## config.mk

```make
export PLATFORM = sky130hd
export DESIGN_NAME = c2s_ram
export DESIGN_NICKNAME = d
export VERILOG_FILES = /design/src/design/c2s_ram.sv
export SDC_FILE = /design/constraint.sdc
export NUM_CORES = 1
export LEC_CHECK = 0
export BUFFER_PORTS_ARGS = -buffer_cell sky130_fd_sc_hd__buf_4
export CAP_MARGIN = 20
export CORE_MARGIN = 2
export CORE_UTILIZATION = 65
export CTS_BUF_LIST = sky130_fd_sc_hd__clkbuf_2
export CTS_CLUSTER_SIZE = 30
export DETAILED_ROUTE_END_ITERATION = 6
export PLACE_DENSITY = 0.94
export SYNTH_ARGS = -nofsm -noshare
export SYNTH_HDL_FRONTEND = slang
export SYNTH_SLANG_ARGS = --single-unit
export TNS_END_PERCENT = 30
```

## constraint.sdc

```tcl
create_clock -name clk -period 6.2 [get_ports clk]
set_clock_uncertainty 0.05 [all_clocks]
set_input_delay 0.31 -clock clk [delete_from_list [all_inputs] [get_ports clk]]
set_output_delay 0.31 -clock clk [all_outputs]
set_load 0.01 [all_outputs]
```

## src/design/c2s_ram.sv

```systemverilog
// Generic simple dual-port RAM with one write port and a registered read port.
// Depends on nothing else.
`default_nettype none

module c2s_ram #(
	parameter int WIDTH = 16,
	parameter int DEPTH = 16,
	localparam int AW = (DEPTH > 1) ? $clog2(DEPTH) : 1
) (
	input  logic             clk,
	input  logic             we,
	input  logic [AW-1:0]    waddr,
	input  logic [WIDTH-1:0] wdata,
	input  logic [AW-1:0]    raddr,
	output logic [WIDTH-1:0] rdata
);

	logic [WIDTH-1:0] mem [DEPTH];
	logic [WIDTH-1:0] rdata_q;

	// Write and registered read.
	always_ff @(posedge clk) begin
		if (we) begin
			mem[waddr] <= wdata;
		end
		rdata_q <= mem[raddr];
	end

	assign rdata = rdata_q;

endmodule

`default_nettype wire

```

Yosys cells after proc, flatten, opt, wreduce, memory -nomap -nowiden
Memories as Yosys holds them, arrays and structs flattened. A register that Yosys moved wholly into a read port is not among the register bits.
Cells that the tools add are included.
{"block": "word_totals", "ramBits": 256, "mem_count": 1, "romBits": 0, "ff_bits": 0, "latch_bits": 0, "out_inout_bits": 16}
{"name": "mem", "words": 16, "width": 16, "rd": 1, "rd_ports_with_merged_regs": 1, "write_ports": 1, "line": "18", "rtl": "logic [WIDTH-1:0] mem [DEPTH];"}
{"block": "op_classes", "n_bitwise": 0, "div_mod_pow": 0, "mul": 0, "addsub": 0, "reduce_logical": 0, "eq_ne": 0, "n_lt_le_gt_ge": 0, "muxes": 2, "shifts": 0}
{"operator": "1-bit two-way mux", "n": 2}

Depth between registers and ports, before layout
{"block": "logic_depth", "word_depth": 2, "mapped_depth": 5, "mapped_depth_nobuf": 3}

Worst setup path after synthesis
No wires, ideal clock.
{"block": "synth_timing", "path_kind": "input -> register", "from": "input port waddr[2]", "to": "memory mem[0][0] (enable)", "path_slack_ps": 3785, "path_stages": 2, "setup_ps": 409, "arrival_ps": 1956, "path_buffers": 0, "required_time_ps": 5741, "path_cell_list": "or3b_2 nor3_1"}
{"element": "start: declaration", "line": "12", "rtl": "input logic [AW-1:0] waddr,"}
{"element": "end: declaration", "line": "18"}
No word-level cell before the write port.

Final worst setup path
{"block": "layout_timing", "from": "input port waddr[2]", "to": "memory mem[1][5] (enable)"}
No word-level cell before the write port.

==> flow_metrics.env <==
export IMPL_ir_drop_uv=148
export IMPL_power_frac_clock=0.318
export IMPL_cts_sinks=272
export IMPL_vias_per_cell=6.41
export IMPL_post_cts_setup_buffer_count=0
export IMPL_multiInputGateArea_um2=1960
export IMPL_syn_nets=458
export IMPL_clkTransAtPathRegs_ns=0.11
export IMPL_grt_overflow=0
export IMPL_num_rows=45
export IMPL_vias=5081
export IMPL_place_congestion=0.737
export IMPL_maxSlewHeadroom=0.359
export IMPL_seq_area_frac_synth=0.797
export IMPL_rsz0062_at_grt="false"
export IMPL_cp_end_kind="flop"
export IMPL_power_switching_mw=0.767
export IMPL_clock_latency_ns=0.81
export IMPL_leakage_nw=3.92
export IMPL_coreArea_um2=15100
export IMPL_die_x_um=128
export IMPL_arrival_ns=2.75
export IMPL_netlist_area_um2=10000
export IMPL_io_pins=42
export IMPL_totalWireLength_mm=21.0
export IMPL_r2r_cells=3
export IMPL_rr_endpoint="rdata[14]"
export IMPL_min_period_ns=2.30
export IMPL_r2r_slack_ns=4.78
export IMPL_fill_cells=779
export IMPL_synth_seq_cells=272
export IMPL_status="finished clean"
export IMPL_tightest_slew_ns=0.962
export IMPL_setup_violations=0
export IMPL_numPortBuffers=41
export IMPL_post_dp_cell_area_um2=10700
export IMPL_die_h_um=128
export IMPL_cts_root_buffer="clkbuf_2"
export IMPL_pwr_density_cell_nw_per_um2=289
export IMPL_p_comb_frac=0.062
export IMPL_instances_no_fill=793
export IMPL_synthDistinctLibCells=19
export IMPL_wire_per_inst_um=26.5
export IMPL_startpoint="waddr[2]"
export IMPL_worstSetupEndpoint="mem[1][5]"
export IMPL_critical_path_peak_fanout=12
export IMPL_rr_startpoint="mem[3][14]"
export IMPL_drive_above_1_share=0.384
export IMPL_startpoint_type="primary input"
export IMPL_place_hpwl_mm=11.0
export IMPL_cts_tree="built"
export IMPL_drc_errors=0
export IMPL_htreeDepth=2
export IMPL_switching_share=0.230
export IMPL_dr_first_iter_drc_count=666
export IMPL_post_place_cells=655
export IMPL_crit_type="primary input to flop"
export IMPL_ant_nets=0
export IMPL_hold_class="primary input to flop"
export IMPL_dr_pass1_iters=5
export IMPL_synth_avg_cell_area_um2=23.2
export IMPL_worstPathRequired_ns=6.65
export IMPL_die_area_um2=16500
export IMPL_seqCellArea_um2=8010
export IMPL_cts_buffers=61
export IMPL_power_internal_mw=2.56
export IMPL_power_mw=3.33
export IMPL_synthCells=432
export IMPL_clockBufferDepth=3
export IMPL_grt_pass1_wl_mm=30.0
export IMPL_grt_usage=0.258
export IMPL_synthToLayoutAreaGrowth_pct=14.8
export IMPL_fin_crit_sh=0.371
export IMPL_antenna_found_initial=1
export IMPL_fin_nets=581
export IMPL_initial_core_util=0.663
export IMPL_grt_start_max_net_pins=65
export IMPL_power_share_sequential=0.620
export IMPL_fin_tns_setup_ns=0
export IMPL_final_hold_viol_count=0
export IMPL_fmaxAchievable_mhz=435
export IMPL_first_global_vias=5326
export IMPL_final_area_um2=11500
export IMPL_yosysWarningCount=0
export IMPL_max_cap_violations=0
export IMPL_finalMaxSlewViolations=0
## registers in the layout, indices dropped and copies added (netlist names)
register,cells
mem,256
rdata,16
## synthesized netlist by cell type, drive strengths merged
cell type,n,area (µm²)
and2,1,6.26
nand3b,2,15.0
nor2b,2,12.5
nand2,17,63.8
a22oi,32,240
edfxtp,256,7690
clkbuf,8,30.0
or3b,1,8.76
mux4,64,1480
nand3,1,5.00
buf,13,93.8
nand2b,2,12.5
nor2,13,48.8
dfxtp,16,320
nor3,4,20.0
## metrics by stage
step                setup slack (ns)  utilization  hold slack [ns]
finish                          3.90        0.761           0.0976
global route                    3.95        0.761           0.0773
CTS                             4.02        0.755           0.0138
detailed placement              3.54        0.705            0.558
global placement                3.64        0.700            0.540
floorplan                       3.78            -            0.359
## cells by family after synthesis
| family | synth area share |
|---|---|
| flops | 0.797 |
| mux | 0.147 |
| simple gates | 0.0192 |
| compound gates | 0.0239 |
| buf+inv | 0.0123 |
## cell type report
class / count / share of cell area
diodes: 1 / 0.000217
clock buffers: 99 / 0.0430
clock inverters: 13 / 0.00423
multi-input cells: 139 / 0.170
flip-flops and latches: 272 / 0.695
well taps: 188 / 0.0204
repair buffers: 81 / 0.0674
## repair_timing
| item | CTS | global route |
|---|---|---|
| gates resized for setup | 0 | 0 |
| hold endpoints to repair | 282 | 0 |
| hold buffers | 20 | 0 |
## per-layer routing
metal,GRT usage,routed length [µm],vias up
li1,-,-,2133
met3,0.0576,1920,53
met1,0.326,7680,2593
met4,0.117,557,0
met5,0,0,-
met2,0.436,10900,302
## worst min-delay path by stage
| stage | from | end | slack (ns) | depth (start not counted) |
|---|---|---|---|---|
| floorplan | wdata[0] | mem[0][0] | 0.36 | 0 |
| global placement | wdata[9] | mem[6][9] | 0.54 | 1 |
| finish | raddr[2] | rdata[9] | 0.1 | 5 |
| detailed placement | wdata[14] | mem[13][14] | 0.56 | 1 |
| CTS | raddr[2] | rdata[9] | 0.01 | 5 |
| global route | raddr[2] | rdata[9] | 0.08 | 5 |
## cells in the final DEF (no fill, tap or decap), types with 4 or more instances in the layout
cell | Yosys | layout
dfxtp_1 | 16 | 16
nor2_2 | 0 | 12
clkbuf_2 | 0 | 99
dlygate4sd3_1 | 0 | 20
a22oi_1 | 32 | 32
mux4_2 | 54 | 54
edfxtp_1 | 256 | 256
nand2_1 | 17 | 17
buf_4 | 3 | 53
nor3_2 | 0 | 4
clkinv_1 | 0 | 12
mux4_1 | 10 | 10
buf_16 | 0 | 5
## power by group through the flow
stage	Clock (mW)	Sequential (mW)	Combinational [mW]
2_1_floorplan	0	2.11	0.100
3_3_place_gp	0	2.10	0.179
3_5_place_dp	0	2.11	0.191
4_1_cts	1.07	2.07	0.202
5_1_grt	1.16	2.07	0.220
6_report	1.06	2.07	0.206
## critical path, stage by stage
cell and delay, ns:
dlygate4sd3_1 0.54, buf_4 0.15, or3b_2 0.53, dlygate4sd3_1 0.63
nor2_2 0.36, buf_16 0.22
No activity file was read; power rests on OpenSTA's default activity.
