$ cat config.mk
export PLATFORM = sky130hd
export DESIGN_NAME = c2s_sigmoid
export DESIGN_NICKNAME = d
export VERILOG_FILES = /design/src/design/c2s_pkg.sv /design/src/design/c2s_sigmoid.sv
export SDC_FILE = /design/constraint.sdc
export NUM_CORES = 1
export LEC_CHECK = 0
export ABC_AREA = 1
export BUFFER_PORTS_ARGS = -buffer_cell sky130_fd_sc_hd__buf_2
export CORE_UTILIZATION = 65
export DETAILED_ROUTE_END_ITERATION = 10
export PLACE_DENSITY = 0.86
export SLEW_MARGIN = 20
export SYNTH_ARGS = -nofsm -noshare
export SYNTH_HDL_FRONTEND = slang
export SYNTH_SLANG_ARGS = --single-unit
$ cat constraint.sdc
create_clock -name clk -period 8.2 [get_ports clk]
set_input_delay 0.41 -clock clk [delete_from_list [all_inputs] [get_ports clk]]
set_output_delay 0.41 -clock clk [all_outputs]
set_load 0.02 [all_outputs]
$ cat src/design/c2s_pkg.sv
// Shared constants, tables and types of the conv2d sigmoid engine.
// Used by the top level, the sigmoid unit and the port checker.
`default_nettype none

package c2s_pkg;

	// Sizing of the stores.
	localparam int MAX_KERNEL   = 7;
	localparam int MAX_FILTERS  = 16;
	localparam int MAX_CHANNELS = 4;
	localparam int MAX_WIDTH    = 256;

	localparam int TAPS         = MAX_KERNEL * MAX_KERNEL;
	localparam int WEIGHT_DEPTH = MAX_CHANNELS * MAX_FILTERS * TAPS;
	localparam int LINE_DEPTH   = MAX_KERNEL * MAX_WIDTH;
	localparam int WEIGHT_AW    = $clog2(WEIGHT_DEPTH);
	localparam int LINE_AW      = $clog2(LINE_DEPTH);

	localparam int COL_W  = $clog2(MAX_WIDTH);
	localparam int WCNT_W = COL_W + 1;
	localparam int ROW_W  = 8;
	localparam int HCNT_W = 9;
	localparam int KW     = $clog2(MAX_KERNEL + 1);
	localparam int SLOT_W = (MAX_KERNEL > 1) ? $clog2(MAX_KERNEL) : 1;
	localparam int TAP_W  = (TAPS > 1) ? $clog2(TAPS) : 1;
	localparam int KK_W   = $clog2(TAPS + 1);
	localparam int FIDX_W = (MAX_FILTERS > 1) ? $clog2(MAX_FILTERS) : 1;
	localparam int FCNT_W = $clog2(MAX_FILTERS + 1);
	localparam int CCNT_W = $clog2(MAX_CHANNELS + 1);

	// Accumulator: one product per tap plus the bias term.
	localparam int ACC_W = 32 + $clog2(TAPS + 1);
	localparam int Q_W   = ACC_W + 1 - 14;
	localparam int SAT_W = (Q_W > 33) ? Q_W : 33;
	localparam logic signed [SAT_W-1:0] PRE_MAX = SAT_W'(32'sh7FFF_FFFF);
	localparam logic signed [SAT_W-1:0] PRE_MIN = SAT_W'(32'sh8000_0000);

	// APB port.
	localparam int PADDR_W = 5;

	// Register indexes.
	localparam logic [2:0] REG_IMAGE_WIDTH     = 3'd0;
	localparam logic [2:0] REG_IMAGE_HEIGHT    = 3'd1;
	localparam logic [2:0] REG_KERNEL_SIZE     = 3'd2;
	localparam logic [2:0] REG_STEP_SIZE       = 3'd3;
	localparam logic [2:0] REG_FILTERS_IN_USE  = 3'd4;
	localparam logic [2:0] REG_CHANNELS_IN_USE = 3'd5;

	// Item modes.
	localparam logic [1:0] MODE_WEIGHT = 2'd0;
	localparam logic [1:0] MODE_BIAS   = 2'd1;
	localparam logic [1:0] MODE_PIXEL  = 2'd2;

	// ceil(2^16 / s), so that (v * recip) >> 16 is v / s for narrow v.
	localparam logic [16:0] STRIDE_RECIP [8] = '{
		17'd65536, 17'd65536, 17'd32768, 17'd21846,
		17'd16384, 17'd13108, 17'd10923, 17'd9363
	};

	// 2^(-k/16) in Q16 for k = 0..16.
	localparam logic [16:0] EXP2_TAB [17] = '{
		17'd65536, 17'd62757, 17'd60097, 17'd57549, 17'd55109, 17'd52773,
		17'd50535, 17'd48393, 17'd46341, 17'd44376, 17'd42495, 17'd40693,
		17'd38968, 17'd37316, 17'd35734, 17'd34219, 17'd32768
	};

	// Request to and response from the sigmoid unit.
	typedef struct packed {
		logic        start;
		logic [31:0] x;
	} sig_req_t;

	typedef struct packed {
		logic        done;
		logic [15:0] y;
	} sig_rsp_t;

endpackage

`default_nettype wire

$ cat src/design/c2s_sigmoid.sv
// Iterative logistic sigmoid: exp(-|x|) by table interpolation, then a
// bit-serial divide. Depends on c2s_pkg.
`default_nettype none

module c2s_sigmoid (
	input  logic              clk,
	input  logic              arst_n,
	input  c2s_pkg::sig_req_t req,
	output c2s_pkg::sig_rsp_t rsp
);

	typedef enum logic [5:0] {
		SG_IDLE = 6'b000001,
		SG_MUL  = 6'b000010,
		SG_INT  = 6'b000100,
		SG_EXP  = 6'b001000,
		SG_DIV  = 6'b010000,
		SG_DONE = 6'b100000
	} sg_state_t;

	sg_state_t   state_q;
	logic        pos_q;
	logic [31:0] a_q;
	logic [32:0] t_q;
	logic [23:0] prod_q;
	logic [17:0] den_q;
	logic [17:0] rem_q;
	logic [16:0] shreg_q;
	logic [16:0] quo_q;
	logic [4:0]  cnt_q;

	logic [48:0] t_full;
	logic [11:0] diff;
	logic [16:0] v;
	logic [16:0] e;
	logic [17:0] den;
	logic [32:0] dvd;
	logic [18:0] rem_sh;

	// Datapath of the individual steps.
	always_comb begin
		t_full = 49'(a_q) * 49'(17'd94548);
		diff   = 12'(c2s_pkg::EXP2_TAB[{1'b0, t_q[15:12]}]
			- c2s_pkg::EXP2_TAB[{1'b0, t_q[15:12]} + 5'd1]);
		v      = c2s_pkg::EXP2_TAB[{1'b0, t_q[15:12]}] - 17'(prod_q[23:12]);
		e      = (t_q[32:20] != 13'd0) ? 17'd0 : (v >> t_q[19:16]);
		den    = 18'(e) + 18'd65536;
		dvd    = (pos_q ? 33'h1_0000_0000 : (33'(e) << 16)) + 33'(den >> 1);
		rem_sh = {rem_q, shreg_q[16]};
	end

	// Sequencer and step registers.
	always_ff @(posedge clk or negedge arst_n) begin
		if (!arst_n) begin
			state_q <= SG_IDLE;
			cnt_q   <= 5'd0;
		end else begin
			unique case (state_q)
				SG_IDLE: begin
					if (req.start) begin
						pos_q   <= ~req.x[31];
						a_q     <= req.x[31] ? (32'd0 - req.x) : req.x;
						state_q <= SG_MUL;
					end
				end
				SG_MUL: begin
					t_q     <= t_full[48:16];
					state_q <= SG_INT;
				end
				SG_INT: begin
					prod_q  <= 24'(diff) * 24'(t_q[11:0]);
					state_q <= SG_EXP;
				end
				SG_EXP: begin
					den_q   <= den;
					rem_q   <= 18'(dvd[32:17]);
					shreg_q <= dvd[16:0];
					quo_q   <= 17'd0;
					cnt_q   <= 5'd16;
					state_q <= SG_DIV;
				end
				SG_DIV: begin
					// One restoring quotient bit per cycle.
					if (rem_sh >= {1'b0, den_q}) begin
						rem_q <= 18'(rem_sh - {1'b0, den_q});
						quo_q <= {quo_q[15:0], 1'b1};
					end else begin
						rem_q <= rem_sh[17:0];
						quo_q <= {quo_q[15:0], 1'b0};
					end
					shreg_q <= {shreg_q[15:0], 1'b0};
					if (cnt_q == 5'd0) begin
						state_q <= SG_DONE;
					end else begin
						cnt_q <= cnt_q - 5'd1;
					end
				end
				SG_DONE: begin
					state_q <= SG_IDLE;
				end
				default: begin
					state_q <= SG_IDLE;
				end
			endcase
		end
	end

	// The quotient saturates at the largest Q0.16 value.
	assign rsp.done = (state_q == SG_DONE);
	assign rsp.y    = quo_q[16] ? 16'hFFFF : quo_q[15:0];

endmodule

`default_nettype wire

---- Yosys cells after proc, flatten, opt, wreduce, memory -nomap -nowiden ----
Memories as Yosys holds them, arrays and structs flattened.
Index checks and enable logic that the tools add are counted.
storage, ports and cells
  register bits after elaboration ......... 171
  ROM bits ................................ 1088
  input port bits ......................... 35
  logic and storage cells ................. 67
  memories ................................ 2
operators by class
  $add $sub $neg .......................... 8
  multiply operators ...................... 2
  order comparisons ....................... 3
  eq/ne operators ......................... 9
  shifts and indexed selects .............. 1
  mux-type cells .......................... 18
  bitwise logic cells ..................... 3
  reductions and logical operators ........ 10
memories
  name             words  width  rd ports  clocked after Yosys merged registers in  wr ports  RTL line           text
  (no name shown)  32     17     1         0                                        0         c2s_sigmoid.sv:45  v = c2s_pkg::EXP2_TAB[{1'b0, t_q[15:12]}] - 17'(prod_q[23:12]);
  (no name shown)  32     17     1         0                                        0         c2s_sigmoid.sv:44  - c2s_pkg::EXP2_TAB[{1'b0, t_q[15:12]} + 5'd1]);
operators by type and width
  kind                    number
  $pmux 17 s2             2
  $mux 17                 3
  $mul 32x15->47 const B  1
  $pmux 18 s2             1
  $add 33x17->33          1
  $mux 33                 1
  $sub 1x32->32 const A   1
  $mux 31                 1
  $pmux 6 s5              1
  $mul 12x12->24          1
  $mux 12                 2
  $ge 19x18->1            1
  $add 17x17->18 const B  1
  $mux 18                 1
  $sub 18x18->18          1
  $shr 17x4->17           1
  $sub 17x12->17          1
  $mux 16                 1
  $reduce_bool 13->1      1
  $ge 6x6->1 const B      2
  $mux 6                  2
  $reduce_and 2->1        6
  $sub 12x12->12          1
  $pmux 5 s2              1
  17 further kinds        19

---- Longest topological paths before layout ----
Gate-level depths: netlist of run 1.
  word-level depth ........................ 10
  depth in mapped cells ................... 44
  depth with buffers taken out ............ 43

---- Least setup slack after synthesis of run 1 ----
OpenSTA, ideal clock, no wires.
  path type ............................... register to register
  start point ............................. reg t_q[13]
  end point ............................... reg prod_q[21], data pin
  library setup time ...................... 260 ps
  data arrival time ....................... 7358 ps
  required time ........................... 7940 ps
  slack ................................... 582 ps
  stages on the path, launching flop included .. 38
  cells stage by stage .................... edfxtp_1 > ha_1 > inv_1 > ha_1 > buf_1 > a21oi_1 > nor2_1 > a211oi_1 > ha_1 > fa_1 > o31ai_1 > nand3_1 > nand2_1 > nand2_1 > nand2_1 > a21oi_1 > or2_2 > nand2_1 > [2 not listed] > nand2_1 > inv_1 > nand2_1 > fa_1 > inv_1 > fa_1 > fa_1 > fa_1 > inv_1 > fa_1 > inv_1 > ha_1 > nand2_1 > a21oi_1 > a21boi_0 > nor2_1 > nor2_1 > xor2_1
on the way
  cells in the longest elaborated chain, start to end .. 7
ends and longest elaborated chain
  what                                        RTL line           text
  start: declaration                          c2s_sigmoid.sv:24  logic [32:0] t_q;
  start signal: assignment                    c2s_sigmoid.sv:67  t_q <= t_full[48:16];
  $add 4x1->5                                 c2s_sigmoid.sv:44
  $not 5->6 (implied by the code)             c2s_sigmoid.sv:44
  $mem_v2 32x17                               --
  $mux 12 (implied by the code) (2 in a row)  c2s_sigmoid.sv:44
  $sub 12x12->12 (*)                          c2s_sigmoid.sv:44
  $mul 12x12->24 (*)                          c2s_sigmoid.sv:71  prod_q <= 24'(diff) * 24'(t_q[11:0]);
  end signal: assignment                      c2s_sigmoid.sv:71
  end: declaration                            c2s_sigmoid.sv:25  logic [23:0] prod_q;
Every way passes the cells marked *; elsewhere a longest branch is shown, timed or not. The select of a mux whose other input is x is not followed.
A chain may end at the register's enable or synchronous reset.

---- Worst setup path in the final report of run 1 ----
  start point ............................. reg t_q[12]
  end point ............................... reg prod_q[21], data pin
The elaborated chain is that of the path after synthesis.

==> impl_metrics.csv, run 1 <==
group,metric,value,unit
yosys,synth_seq_cells,159,
status,outcome,"completed",
sta,setup_violations,0,
route,drt_iter0_drc,1499,
setup_path,cp-start-kind,"flop",
route,vias,19061,
die,rows,69,
hold_path,worst_hold_path.num_cells,2,
sta,fmax,127,MHz
route,drc_errors,0,
placement,globalplace.congestion,0.988,
yosys,synth_flop_cell,"edfxtp_1",
setup_path,crit_fanout,9,
route,routed_via_density,5.76,
final_layout,layout_common_cells,"inv_1, nand2_1, ha_1",
route,drtPass1Iterations,6,
clock_network,cts_root_buf,"clkbuf_16",
route,drt-wirelength-per-cell,17.4,µm
final_layout,diodes,0,
yosys,syn_inst,2776,
setup_path,worst_path_most_repeated_cell,"nand2_1",
sta,slew-limit-headroom,38.1,%
clock_network,clk-insertion-delay-late,0.46,ns
sta,final.setup_skew,0.0143,ns
clock_network,htree_levels,4,
placement,portBuffers,51,
die,initial_core_util,65.9,%
setup_path,rr_worst_depth,40,
die,dieArea,36800,µm²
global_routing,antenna_found_initial,0,
placement,dp_cells,3270,
clock_network,cts_tree,"done",
yosys,ys_types,56,
sta,finalHoldViolations,0,
setup_path,worstPathArrival,8.08,ns
die,die-height,192,µm
hold_path,worst_hold_path_type,"primary input to flop",
setup_path,cpPeakStageDelay,0.53,ns
global_routing,grt_pass1_wl,94900,µm
hold_path,min_from,"req[32]",
sta,slew_violations,0,
die,core,35600,µm²
yosys,synthArstFlopShare,6.92,%
route,detail-route-antenna-nets,0,
die,die_width,192,µm
final_layout,n_fill_cell,2680,
job,cap_violations,0,
sta,finalSetupTns,0,ns
yosys,synth-edff-count,148,
yosys,syn-cell-area,23500,µm²
setup_path,r2r-end,"prod_q[21]",
setup_path,end_kind,"flop",
yosys,synth_area_per_cell,8.45,µm²
global_routing,grtUsageTotal,33.0,%
yosys,syn-num-nets,3408,
placement,place_hpwl,47200,µm
global_routing,first_global_vias,19651,
final_layout,stdcell_count,3312,
clock_network,cts_sinks,159,
die,ios,52,
global_routing,grt_start_max_net_pins,70,
hold_path,hold_end,"state_q[0]",
global_routing,grt-ovfl-total,0,
clock_network,cts_buffers,17,
clock_network,clk_pin_slew,0.07,ns
final_layout,syn2layout_area_growth,6.83,%
setup_path,reg2reg_from,"t_q[12]",
sta,fin_crit_sh,96.0,%
final_layout,final_common_cell,"inv_1",
sta,tightest_slew,0.925,ns
clock_network,clock_path_buffers,2,
yosys,ys_warn_count,0,
final_layout,layout-drive-gt1-share,6.87,%
setup_path,worstPathRequired,8.41,ns
setup_path,ff2ff_setup_slack,0.33,ns
yosys,yosysSeqAreaShare,20.1,%
final_layout,nets,3470,
sta,fin_crit,7.87,ns
route,wl,57600,µm
setup_path,path_class,"flop to flop",
setup_path,crit_slowest_cell,"fa_1",
[Yosys cell counts, drive strengths merged, types with 3 or more instances]
cell type,number,area [µm²]
a211oi,3,22.5
a21boi,4,30.0
a21oi,150,758
a221oi,3,26.3
a31oi,22,138
buf,21,108
clkbuf,24,91.3
clkinv,10,37.5
dfrtp,10,250
edfxtp,148,4440
fa,267,5350
ha,330,4130
inv,600,2250
nand2,468,1790
nand3,167,886
nand3b,7,52.6
nand4,18,119
nor2,242,948
nor3,17,90.1
nor4,13,96.3
o211ai,22,165
o21a,7,52.6
o21ai,86,434
o21bai,4,33.8
o22ai,3,18.8
o31ai,6,45.0
or2,8,50.1
xnor2,45,394
xor2,58,516
[area by class of cell]
type	instances	area [µm²]	share of cell area [%]
clock buffers	18	429	1.71
clock inverters	14	164	0.654
inverters	610	2290	9.15
multi-input cells	1962	16300	65.2
flip-flops and latches	159	4720	18.8
well taps	461	577	2.30
repair buffers	88	536	2.14
[metal layers]
metal / vias up / wire, µm / track usage [%]
li1: 8999 / - / -
met1: 9092 / 23300 / 41.5
met2: 781 / 28600 / 57.2
met3: 189 / 3260 / 4.20
met4: 0 / 2440 / 14.3
met5: - / 0 / 0
[sequential cells by signal, indices dropped and copies added, names as in the netlist, 6 cells and up]
name     flops
state_q      6
t_q         33
prod_q      12
a_q         32
shreg_q     17
rem_q       18
quo_q       17
den_q       18
[worst max-delay path by stage]
stage	startpoint	to	slack, ns	cells after the start
final	t_q[12]	prod_q[21]	0.33	40
after global routing	t_q[12]	prod_q[21]	-0.03	40
after CTS	t_q[12]	prod_q[21]	0.1	39
after detailed placement	t_q[12]	prod_q[21]	0.008	39
after global placement	t_q[12]	prod_q[21]	0.27	39
after floorplan	t_q[13]	prod_q[21]	0.58	37
[timing repair]
action	4_1_cts	5_1_grt
endpoints found under the hold margin	10	0
endpoints found under the setup margin	1	9
gates resized for setup	1	18
setup buffers	0	9
cloned	0	0
hold buffers	1	0
pin swaps	0	3
[metrics by stage]
stage               setup WS [ns]  util (%)  cell area [µm²]  hold WS (ns)
floorplan                   0.582         -            23500         0.114
global placement            0.272      68.4            24300         0.294
detailed placement        0.00836      68.4            24300         0.294
CTS                        0.0973      70.1            24900         0.125
global route              -0.0306      70.4            25100         0.133
finish                      0.332      70.4            25100         0.142
[cell families after synthesis]
group | after synthesis | share of synthesized area, %
xor+xnor | 103 | 3.88
compound gates | 322 | 7.81
simple gates | 940 | 17.2
flops | 159 | 20.1
fa+ha+maj | 597 | 40.4
buf+inv | 655 | 10.6
[critical path: cells and delay by family (launching register included)]
kind,cells,cell delay [ns]
AOI/OAI and AO/OA,10,1.50
and+or+nand+nor,14,1.61
DFF,1,0.44
xor gates and xnor gates,1,0.14
buffers and inverters,6,0.57
adders and majority gates,9,3.34
Power of run 1 is left out: the tool's default activity adds up to more than one toggle a clock period on the data nets, which glitch-free logic cannot reach.
==> run 2: changes to the inputs <==
--- a/config.mk
+++ b/config.mk
@@ -7,9 +7,9 @@
 export LEC_CHECK = 0
 export ABC_AREA = 1
 export BUFFER_PORTS_ARGS = -buffer_cell sky130_fd_sc_hd__buf_2
-export CORE_UTILIZATION = 65
+export CORE_UTILIZATION = 60
 export DETAILED_ROUTE_END_ITERATION = 10
-export PLACE_DENSITY = 0.86
+export PLACE_DENSITY = 0.84
 export SLEW_MARGIN = 20
 export SYNTH_ARGS = -nofsm -noshare
 export SYNTH_HDL_FRONTEND = slang
==> constraint.sdc (replaced) <==
create_clock -name clk -period 7 [get_ports clk]
set_input_delay 0.35 -clock clk [delete_from_list [all_inputs] [get_ports clk]]
set_output_delay 0.35 -clock clk [all_outputs]
set_load 0.02 [all_outputs]
==> impl_metrics.csv, run 2 (synthesized netlist as in run 1, its figures left out) <==
group,metric,value,unit
final_layout,diodes,0,
clock_network,cts_tree,"done",
final_layout,stdcell_count,3481,
global_routing,grt_pass1_wl,97500,µm
setup_path,worstPathArrival,7.56,ns
route,drc_errors,0,
placement,place_hpwl,49000,µm
sta,tightest_slew,0.883,ns
global_routing,first_global_vias,20305,
hold_path,worst_hold_path_type,"primary input to flop",
placement,portBuffers,51,
final_layout,regArea,4720,µm²
sta,rsz0062_at_grt,"yes",
placement,globalplace.congestion,0.974,
route,vias,19656,
clock_network,clk-insertion-delay-late,0.46,ns
final_layout,n_fill_cell,2950,
clock_network,clock_path_buffers,2,
setup_path,cpPeakStageDelay,0.56,ns
sta,fin_crit,7.37,ns
placement,dp_cells,3418,
final_layout,regMostFlops,"t_q",
final_layout,layout-drive-gt1-share,13.5,%
route,routed_via_density,5.65,
setup_path,worstPathRequired,7.19,ns
clock_network,cts_sinks,159,
final_layout,nets,3582,
clock_network,clk_pin_slew,0.07,ns
final_layout,largest_reg_flops,33,
setup_path,cp-start-kind,"flop",
final_layout,multi_input_area,16800,µm²
global_routing,grtUsageTotal,31.3,%
global_routing,grt-ovfl-total,0,
clock_network,cts_root_buf,"clkbuf_16",
global_routing,antenna_found_initial,1,
route,wl,61100,µm
setup_path,worstSetupStartpoint,"t_q[13]",
die,rows,72,
route,drtPass1Iterations,6,
status,violations,"setup timing",
placement,place_area,25300,µm²
setup_path,path_class,"flop to flop",
sta,setup_violations,12,
setup_path,reg2reg_from,"t_q[13]",
setup_path,end_kind,"flop",
sta,fmax,136,MHz
final_layout,top_regs,"t_q (33), a_q (32)",
sta,fin_ws,-0.372,ns
die,core,38600,µm²
final_layout,final_common_cell,"inv_1",
die,die_width,200,µm
status,outcome,"complete, but fails checks",
die,initial_core_util,60.8,%
hold_path,min_from,"req[32]",
die,die-height,200,µm
final_layout,layout_common_cells,"inv_1, nand2_1, ha_1",
die,ios,52,
clock_network,htree_levels,4,
sta,fin_crit_sh,105,%
sta,slew_violations,0,
global_routing,grt_start_max_net_pins,70,
job,cap_violations,0,
setup_path,crit_fanout,8,
clock_network,cts_buffers,17,
route,drt_iter0_drc,1357,
sta,finalHoldViolations,0,
placement,dp_slack,-0.334,ns
route,drt-wirelength-per-cell,17.5,µm
die,dieArea,39900,µm²
sta,slew-limit-headroom,40.9,%
setup_path,crit_slowest_cell,"fa_1",
sta,final.setup_skew,0.0139,ns
route,detail-route-antenna-nets,0,
final_layout,fin_area,26500,µm²
final_layout,syn2layout_area_growth,13.1,%
==> run 2: cell count changes in the layout (fill, tap and decap cells not counted), sizes merged <==
| cell | previous run | this run |
|---|---|---|
| clkbuf | 18 | 17 |
| buf | 87 | 199 |
| clkinv | 13 | 16 |
| inv | 609 | 607 |
==> run 2: through the flow <==
| step | util, % | setup TNS, ns | hold slack, ns |
|---|---|---|---|
| finish | 68.8 | -3.16 | 0.0862 |
| global route | 68.8 | -6.79 | 0.0742 |
| CTS | 67.8 | -0.673 | 0.0682 |
| detailed placement | 65.6 | -2.36 | 0.237 |
| global placement | 65.6 | -1.17 | 0.233 |
| floorplan | - | 0 | 0.0544 |
==> run 2: what timing repair did <==
item	in CTS	in global routing
endpoints found under the setup margin	10	12
cloned	0	0
buffers inserted	14	18
endpoints found under the hold margin	10	0
gates resized for setup	39	60
pin swaps	55	55
hold buffers	1	0
==> run 2: path summary, 6_finish.rpt <==
check	endpoint	slack (ns)	cells after the start
min in group asynchronous	state_q[4]	0.34	2
min	state_q[0]	0.09	2
max	prod_q[22]	-0.37	39
max in group asynchronous	state_q[0]	6.39	2
min reg2reg	state_q[3]	0.51	1
max reg2reg	prod_q[22]	-0.37	39
==> run 2: worst max-delay path, delay by kind of cell, from the launching register on <==
family                   cells  cell delay (ns)
adder cells (fa/ha/maj)      8             3.19
AO/OA/AOI/OAI               12             1.74
AND/OR/NAND/NOR             11             0.96
buffers and inverters        7             0.58
flip-flops                   1             0.50
XOR/XNOR                     1             0.15
==> run 2: cell type report <==
type	instances	area share (%)
clock buffers	17	1.60
clock inverters	15	0.703
inverters	610	8.67
multi-input cells	1962	63.4
flip-flops and latches	159	17.8
well taps	518	2.44
repair buffers	200	5.33
==> run 2: layer usage <==
layer / GRT usage [%] / vias up / share of wire [%]
li1: - / 9241 / -
met1: 37.5 / 9459 / 40
met2: 55.6 / 735 / 50
met3: 3.92 / 219 / 5.3
met4: 15.3 / 2 / 4.6
met5: 0 / - / 0.021
Power of run 2 is left out for the same reason.
